==> config.mk <==
export PLATFORM = sky130hd
export DESIGN_NAME = argmax_accuracy_sse_evaluator
export DESIGN_NICKNAME = d
export VERILOG_FILES = /design/src/rtl/core/ase_pkg.sv /design/src/rtl/core/argmax_accuracy_sse_evaluator.sv
export SDC_FILE = /design/constraint.sdc
export NUM_CORES = 2
export LEC_CHECK = 0
export BUFFER_PORTS_ARGS = -buffer_cell sky130_fd_sc_hd__clkbuf_2
export CAP_MARGIN = 20
export CELL_PAD_IN_SITES_DETAIL_PLACEMENT = 1
export CELL_PAD_IN_SITES_GLOBAL_PLACEMENT = 2
export CORE_MARGIN = 3
export CORE_UTILIZATION = 44
export CTS_BUF_LIST = sky130_fd_sc_hd__clkbuf_8
export DETAILED_ROUTE_END_ITERATION = 16
export GPL_TIMING_DRIVEN = 0
export HOLD_SLACK_MARGIN = 0.08
export MAX_ROUTING_LAYER = met4
export PLACE_DENSITY = 0.87
export SLEW_MARGIN = 20
export SYNTH_ARGS = -nofsm -noshare
export SYNTH_HDL_FRONTEND = slang
export SYNTH_SLANG_ARGS = --single-unit
==> constraint.sdc <==
create_clock -name clk -period 9.9 [get_ports clk]
set_clock_uncertainty 0.2 [all_clocks]
set_input_delay 0.99 -clock clk [delete_from_list [all_inputs] [get_ports clk]]
set_output_delay 0.99 -clock clk [all_outputs]
set_load 0.005 [all_outputs]
==> src/rtl/core/ase_pkg.sv <==
// Package for the argmax accuracy / squared-error evaluator.
// Holds the request and result structs, default sizes and value-kind codes.
// No dependencies.
package ase_pkg;

    localparam int MAX_ELEMENTS_DEF = 4096;
    localparam int MAX_FRAMES_DEF   = 65536;

    localparam int COUNT_OUT_W = 17;
    localparam int KIND_W      = 2;

    // raw_output interpretation; the unused code reads as fixed point
    localparam logic [KIND_W-1:0] KIND_FIXED = 2'd0;
    localparam logic [KIND_W-1:0] KIND_INT   = 2'd1;
    localparam logic [KIND_W-1:0] KIND_BIT   = 2'd2;
    localparam logic [KIND_W-1:0] KIND_SPARE = 2'd3;

    typedef struct packed {
        logic [31:0]        raw_output;
        logic signed [31:0] expected_value;
        logic               frame_last;
        logic               dataset_last;
    } item_t;

    typedef struct packed {
        logic                   frame_hit;
        logic [COUNT_OUT_W-1:0] hit_count;
        logic [COUNT_OUT_W-1:0] frame_count;
        logic [63:0]            error_total;
        logic                   dataset_done;
    } result_t;

endpackage

==> src/rtl/core/argmax_accuracy_sse_evaluator.sv <==
// Top level of the argmax accuracy / squared-error evaluator.
// Depends on ase_pkg (item_t, result_t, kind codes, defaults).
//
// Usage:
//  - cfg_valid/cfg_ready/cfg_data writes value_kind (0 Q16.16, 1 integer,
//    2 top bit as 0/1; 3 reads as Q16.16). cfg_ready is always high. Write
//    it only while no request is in flight.
//  - item_valid/item_ready/item carries one element request: raw output word,
//    expected Q16.16 value, frame_last and dataset_last marks.
//  - result_valid/result_ready/result returns one result per frame, on the
//    request that carries frame_last: hit flag, hit and frame counts, the
//    saturating Q32.32 error total and the dataset_done mark.
//  - A frame's last request passes the capture, comparison, magnitude, square,
//    frame-close and output registers. Throughput: one request per cycle unless
//    the receiver stalls; the running compare/accumulate stage sets this figure.
//  - When the receiver stalls, the result sits in the output register and the
//    pipeline keeps filling its empty stages; item_ready drops only once the
//    frame-close stage is blocked behind the held result.
//  - Reset clears the element position, maxima, frame error, counts and totals
//    and sets value_kind to Q16.16. Totals also clear after a dataset_done
//    result is produced.
module argmax_accuracy_sse_evaluator
    import ase_pkg::*;
#(
    parameter int MAX_ELEMENTS = MAX_ELEMENTS_DEF,
    parameter int MAX_FRAMES   = MAX_FRAMES_DEF
) (
    input  logic              clk,
    input  logic              rst_n,
    input  logic              cfg_valid,
    output logic              cfg_ready,
    input  logic [KIND_W-1:0] cfg_data,
    input  logic              item_valid,
    output logic              item_ready,
    input  item_t             item,
    output logic              result_valid,
    input  logic              result_ready,
    output result_t           result
);

    localparam int POS_W = $clog2(MAX_ELEMENTS);
    localparam int CNT_W = $clog2(MAX_FRAMES + 1);
    localparam logic [POS_W-1:0] POS_LAST  = POS_W'(MAX_ELEMENTS - 1);
    localparam logic [CNT_W-1:0] CNT_LIMIT = CNT_W'(MAX_FRAMES);

    // config
    logic [KIND_W-1:0] value_kind_reg;

    // element position counter (advanced at request acceptance)
    logic [POS_W-1:0] pos_cnt_reg;
    logic [POS_W-1:0] pos_cnt_next;

    // stage valids
    logic v1_reg, v2_reg, v3_reg, v4_reg, v5_reg;
    logic move1, move2, move3, move4, move5;
    logic accept;
    logic out_free;

    // stage 1: captured request
    logic [31:0]        raw1_reg;
    logic signed [31:0] exp1_reg;
    logic               fl1_reg, dl1_reg;
    logic [POS_W-1:0]   pos1_reg;

    // stage 2: comparison value and difference
    logic signed [31:0] cmp2_reg, exp2_reg;
    logic signed [48:0] diff2_reg;
    logic               fl2_reg, dl2_reg;
    logic [POS_W-1:0]   pos2_reg;
    logic signed [31:0] cmp_next;
    logic signed [48:0] fixed_next;

    // stage 3: magnitude
    logic signed [31:0] cmp3_reg, exp3_reg;
    logic [31:0]        mag3_reg;
    logic               big3_reg;
    logic               fl3_reg, dl3_reg;
    logic [POS_W-1:0]   pos3_reg;
    logic [48:0]        mag_next;

    // stage 4: square
    logic signed [31:0] cmp4_reg, exp4_reg;
    logic [63:0]        sq4_reg;
    logic               fl4_reg, dl4_reg;
    logic [POS_W-1:0]   pos4_reg;

    // running frame state
    logic signed [31:0] best_out_val_reg, best_exp_val_reg;
    logic [POS_W-1:0]   best_out_pos_reg, best_exp_pos_reg;
    logic [63:0]        frame_err_reg;
    logic signed [31:0] best_out_val_next, best_exp_val_next;
    logic [POS_W-1:0]   best_out_pos_next, best_exp_pos_next;
    logic [63:0]        frame_err_next;
    logic [64:0]        frame_sum;

    // stage 5: frame close
    logic        hit5_reg;
    logic [63:0] ferr5_reg;
    logic        dl5_reg;

    // dataset totals
    logic [CNT_W-1:0] hits_reg, frames_reg;
    logic [CNT_W-1:0] hits_next, frames_next;
    logic [63:0]      err_sum_reg;
    logic [63:0]      err_sum_next;
    logic [64:0]      total_sum;

    result_t result_reg;
    logic    result_valid_reg;

    // ---------------- handshake / flow ----------------
    assign cfg_ready    = 1'b1;
    assign out_free     = !result_valid_reg || result_ready;
    assign move5        = v5_reg && out_free;
    assign move4        = v4_reg && (!fl4_reg || !v5_reg || move5);
    assign move3        = v3_reg && (!v4_reg || move4);
    assign move2        = v2_reg && (!v3_reg || move3);
    assign move1        = v1_reg && (!v2_reg || move2);
    assign item_ready   = !v1_reg || move1;
    assign accept       = item_valid && item_ready;
    assign result_valid = result_valid_reg;
    assign result       = result_reg;

    // ---------------- datapath ----------------
    always_comb
    begin
        if (item.frame_last)
            pos_cnt_next = '0;
        else if (pos_cnt_reg < POS_LAST)
            pos_cnt_next = pos_cnt_reg + 1'b1;
        else
            pos_cnt_next = pos_cnt_reg;
    end

    // kind conversion: comparison value and Q16.16 value (49 bits, exact)
    always_comb
    begin
        case (value_kind_reg)
            KIND_INT:
            begin
                cmp_next   = $signed(raw1_reg);
                fixed_next = $signed({raw1_reg[31], raw1_reg, 16'b0});
            end
            KIND_BIT:
            begin
                cmp_next   = $signed({31'b0, raw1_reg[31]});
                fixed_next = $signed({32'b0, raw1_reg[31], 16'b0});
            end
            default:
            begin
                cmp_next   = $signed(raw1_reg);
                fixed_next = 49'(cmp_next);
            end
        endcase
    end

    assign mag_next = diff2_reg[48] ? 49'(-diff2_reg) : 49'(diff2_reg);

    // running argmax (first maximum wins) and frame error
    assign frame_sum = {1'b0, frame_err_reg} + {1'b0, sq4_reg};

    always_comb
    begin
        best_out_val_next = best_out_val_reg;
        best_out_pos_next = best_out_pos_reg;
        best_exp_val_next = best_exp_val_reg;
        best_exp_pos_next = best_exp_pos_reg;
        frame_err_next    = frame_sum[64] ? '1 : frame_sum[63:0];
        if (pos4_reg == '0)
        begin
            best_out_val_next = cmp4_reg;
            best_out_pos_next = '0;
            best_exp_val_next = exp4_reg;
            best_exp_pos_next = '0;
            frame_err_next    = sq4_reg;
        end
        else
        begin
            if (cmp4_reg > best_out_val_reg)
            begin
                best_out_val_next = cmp4_reg;
                best_out_pos_next = pos4_reg;
            end
            if (exp4_reg > best_exp_val_reg)
            begin
                best_exp_val_next = exp4_reg;
                best_exp_pos_next = pos4_reg;
            end
        end
    end

    // dataset totals at frame close
    assign total_sum    = {1'b0, err_sum_reg} + {1'b0, ferr5_reg};
    assign err_sum_next = total_sum[64] ? '1 : total_sum[63:0];
    assign frames_next  = (frames_reg >= CNT_LIMIT) ? CNT_LIMIT : frames_reg + 1'b1;

    always_comb
    begin
        hits_next = hits_reg;
        if (hit5_reg)
            hits_next = (hits_reg >= CNT_LIMIT) ? CNT_LIMIT : hits_reg + 1'b1;
    end

    // ---------------- control and state registers ----------------
    always_ff @(posedge clk or negedge rst_n)
    begin
        if (!rst_n)
        begin
            value_kind_reg   <= KIND_FIXED;
            pos_cnt_reg      <= '0;
            v1_reg           <= 1'b0;
            v2_reg           <= 1'b0;
            v3_reg           <= 1'b0;
            v4_reg           <= 1'b0;
            v5_reg           <= 1'b0;
            result_valid_reg <= 1'b0;
            best_out_val_reg <= '0;
            best_out_pos_reg <= '0;
            best_exp_val_reg <= '0;
            best_exp_pos_reg <= '0;
            frame_err_reg    <= '0;
            hits_reg         <= '0;
            frames_reg       <= '0;
            err_sum_reg      <= '0;
        end
        else
        begin
            if (cfg_valid && cfg_ready)
                value_kind_reg <= cfg_data;
            if (accept)
                pos_cnt_reg <= pos_cnt_next;

            if (item_ready)
                v1_reg <= item_valid;
            if (!v2_reg || move2)
                v2_reg <= move1;
            if (!v3_reg || move3)
                v3_reg <= move2;
            if (!v4_reg || move4)
                v4_reg <= move3;
            if (!v5_reg || move5)
                v5_reg <= move4 && fl4_reg;

            if (move4)
            begin
                best_out_val_reg <= best_out_val_next;
                best_out_pos_reg <= best_out_pos_next;
                best_exp_val_reg <= best_exp_val_next;
                best_exp_pos_reg <= best_exp_pos_next;
                frame_err_reg    <= fl4_reg ? '0 : frame_err_next;
            end

            if (move5)
            begin
                result_valid_reg <= 1'b1;
                hits_reg         <= dl5_reg ? '0 : hits_next;
                frames_reg       <= dl5_reg ? '0 : frames_next;
                err_sum_reg      <= dl5_reg ? '0 : err_sum_next;
            end
            else if (result_ready)
                result_valid_reg <= 1'b0;
        end
    end

    // ---------------- payload registers ----------------
    always_ff @(posedge clk)
    begin
        if (item_ready)
        begin
            raw1_reg <= item.raw_output;
            exp1_reg <= item.expected_value;
            fl1_reg  <= item.frame_last;
            dl1_reg  <= item.dataset_last;
            pos1_reg <= pos_cnt_reg;
        end
        if (!v2_reg || move2)
        begin
            cmp2_reg  <= cmp_next;
            exp2_reg  <= exp1_reg;
            diff2_reg <= fixed_next - 49'(exp1_reg);
            fl2_reg   <= fl1_reg;
            dl2_reg   <= dl1_reg;
            pos2_reg  <= pos1_reg;
        end
        if (!v3_reg || move3)
        begin
            cmp3_reg <= cmp2_reg;
            exp3_reg <= exp2_reg;
            mag3_reg <= mag_next[31:0];
            big3_reg <= |mag_next[48:32];
            fl3_reg  <= fl2_reg;
            dl3_reg  <= dl2_reg;
            pos3_reg <= pos2_reg;
        end
        if (!v4_reg || move4)
        begin
            cmp4_reg <= cmp3_reg;
            exp4_reg <= exp3_reg;
            sq4_reg  <= big3_reg ? '1 : 64'(mag3_reg) * 64'(mag3_reg);
            fl4_reg  <= fl3_reg;
            dl4_reg  <= dl3_reg;
            pos4_reg <= pos3_reg;
        end
        if (!v5_reg || move5)
        begin
            hit5_reg  <= (best_out_pos_next == best_exp_pos_next);
            ferr5_reg <= frame_err_next;
            dl5_reg   <= dl4_reg;
        end
        if (move5)
        begin
            result_reg.frame_hit    <= hit5_reg;
            result_reg.hit_count    <= COUNT_OUT_W'(hits_next);
            result_reg.frame_count  <= COUNT_OUT_W'(frames_next);
            result_reg.error_total  <= err_sum_next;
            result_reg.dataset_done <= dl5_reg;
        end
    end

`ifndef SYNTHESIS
    // hits never outrun frames
    a_hits_le_frames: assert property (@(posedge clk) disable iff (!rst_n)
        hits_reg <= frames_reg)
        else $error("hit count above frame count");

    a_frames_limit: assert property (@(posedge clk) disable iff (!rst_n)
        frames_reg <= CNT_LIMIT)
        else $error("frame count beyond limit");

    // a frame-last request restarts the position count
    a_pos_restart: assert property (@(posedge clk) disable iff (!rst_n)
        accept && item.frame_last |=> pos_cnt_reg == '0)
        else $error("position not cleared after frame end");

    // dataset close clears the totals
    a_dataset_clear: assert property (@(posedge clk) disable iff (!rst_n)
        move5 && dl5_reg |=> frames_reg == '0 && hits_reg == '0 && err_sum_reg == '0)
        else $error("totals not cleared at dataset end");

    // a blocked frame-last request stays in stage 4
    a_stage4_hold: assert property (@(posedge clk) disable iff (!rst_n)
        v4_reg && !move4 |=> v4_reg && $stable(pos4_reg))
        else $error("stage 4 request lost while blocked");
`endif

endmodule
==> flow_summary.toml <==
[run_status]
status = "complete, no violations"

[hold_path]
holdPathStages = 0
hold_class = "reg2reg"
hold_start = "exp2_reg[28]"

[cts]
clkTransAtPathRegs_ps = 60
worstSkewPairLatency_ps = 900
cts_tree = "yes"
numClockSinks = 894
cts-root-buf = "clkbuf_8"
cts_max_level = 4
clk_path_buf_depth = 3
cts-buffers-inserted = 152

[die]
core-area_um2 = 166000
fp.dieH_um = 416
pin_count = 176
die-area_um2 = 173000
rows = 149
die_width_um = 416
start_util = 0.445

[drt]
dr_total_vias = 54700
drtIter0Drc = 4234
wl_per_cell_um = 25.1
ant_nets = 0
drc_errors = 0
via_per_inst = 5.60
wirelength_mm = 245
first_pass_iters = 5

[placed_design]
port_buffers = 174
dp_cells = 9390
finalWeightedCongestion = 0.999
dpl.hpwl_mm = 189

[timing]
fmax_ghz = 0.104
relSlewSlack = 0.153
slew_viol_final = 0
hold_violations = 0
tightest_slew_ps = 1270
post-route-period-util = 0.975
hold_slack_ps = 192
setup_viol = 0
min_period_ps = 9650
fin_setup_tns_ps = 0

[final_layout]
final_common_cell = "inv_1"
fin_util = 0.495
fin_cells = 9773
mostFrequentLayoutCells = "inv_1, fa_1, edfxtp_1, nand2_1, ha_1"
drive_gt1_frac = 0.0762
n_fill_cell = 18300
area_delta_synth_final_pct = 11.1
nets = 8859
largest_register_ffs = 100

[worst_setup_path]
critPathLaunch = "mag3_reg[22]"
crit_path_frequent_cell = "fa_1"
reg2regPathDepth = 27
r2r-start = "mag3_reg[22]"
startpoint_type = "register"
critical-path-max-stage-delay_ps = 880
path_max_fanout = 10
critPathKind = "reg2reg"
required_ps = 10340
cp-end-kind = "register"
critical-path-slowest-cell = "clkbuf_1"
arrival_ps = 10090

[logic_synthesis]
synth_edf_count = 624
ys_ff_latch = 894
synth_cell_types = 90
mappedNetlistNets = 8417
netlist_area_um2 = 73900
synth_ff_type = "edfxtp_1"
yosysSeqAreaShare = 0.345
synthArstFlopShare = 0.302
netlist_instances = 7006
synth_area_per_cell_um2 = 10.5
ys_warn_count = 0

[grt]
gr-total-overflow = 0
antenna_found_initial = 10
grt_max_degree = 85
grt_first_pass_wirelength_mm = 373
first_global_vias = 60100
grt_usage = 0.293

[job]
cap_viol_max_count = 0
## Yosys cell counts, types with 62 or more instances
library cell / count / area share
edfxtp_1: 624 / 0.25
xnor2_1: 201 / 0.024
fa_1: 795 / 0.22
nand2b_1: 92 / 0.0078
nor2b_1: 62 / 0.0052
o21bai_1: 73 / 0.0074
clkbuf_1: 248 / 0.013
ha_1: 543 / 0.092
a21o_1: 165 / 0.017
nand3_1: 87 / 0.0059
dfrtp_1: 270 / 0.091
nand4_1: 62 / 0.0052
xor2_1: 112 / 0.013
a21oi_1: 349 / 0.024
nand2_1: 560 / 0.028
nor2_1: 338 / 0.017
o21ai_0: 192 / 0.013
and2_1: 258 / 0.022
inv_1: 1153 / 0.059
a22o_1: 168 / 0.020
## final timing paths
path / slack, ps / to
max: 250 / sq4_reg[63]
min: 190 / exp3_reg[28]
max reg2reg: 250 / sq4_reg[63]
max in group asynchronous: 7810 / frame_err_reg[59]
min in group asynchronous: 490 / best_out_pos_reg[11]
min reg2reg: 190 / exp3_reg[28]
## layer usage
| metal | wire, um | track usage | vias to the layer above |
|---|---|---|---|
| met5 | 0 | - | - |
| met4 | 10300 | 0.113 | 0 |
| met3 | 16900 | 0.0510 | 451 |
| met2 | 115000 | 0.465 | 1887 |
| met1 | 103000 | 0.375 | 28000 |
| li1 | - | - | 24400 |
## metrics by stage
| stage | setup slack (ps) | instance area, um^2 |
|---|---|---|
| finish | 248 | 82100 |
| global route | -13.5 | 82100 |
| CTS | 41.4 | 81900 |
| detailed placement | -996 | 77900 |
| global placement | -1230 | 77500 |
| floorplan | 1800 | 73900 |
## critical path, delay by kind of cell, from the launching register on
kind	cells	cell delay, ps
adder cells (fa/ha/maj)	9	4320
AO/OA/AOI/OAI	6	1460
XOR/XNOR	1	230
AND/OR/NAND/NOR	4	740
flip-flops	1	820
buffers and inverters	7	1610
## cell families (layout without fill, tap and decap cells)
logic type | count (synthesis) | count (layout) | share of synthesized area
xor+xnor | 313 | 313 | 0.0371
mux | 42 | 42 | 0.00628
buf+inv | 1428 | 1998 | 0.0729
simple gates | 1650 | 1650 | 0.108
other cells | 1 | 9 | 0.0000507
compound gates | 1340 | 1340 | 0.123
fa+ha+maj | 1338 | 1338 | 0.307
flops | 894 | 894 | 0.345
## area by class of cell
cell class	count	area, um^2	share of cell area
diodes	8	20.0	0.000244
plain buffers	271	1140	0.0139
clock buffers	162	2230	0.0272
clock inverters	120	862	0.0105
inverters	1155	4350	0.0529
multi-input cells	4684	43100	0.524
flip-flops and latches	894	25500	0.310
well taps	2189	2740	0.0334
repair buffers	290	2220	0.0271
## what timing repair did
action / CTS / global route
gates resized for setup: 43 / 63
hold buffers: 70 / 0
buffers inserted: 13 / 12
setup endpoints to repair: 16 / 9
endpoints found under the hold margin: 115 / 0
Power is left out: the tool's default activity adds up to more than one toggle a clock period on the data nets, which glitch-free logic cannot reach.
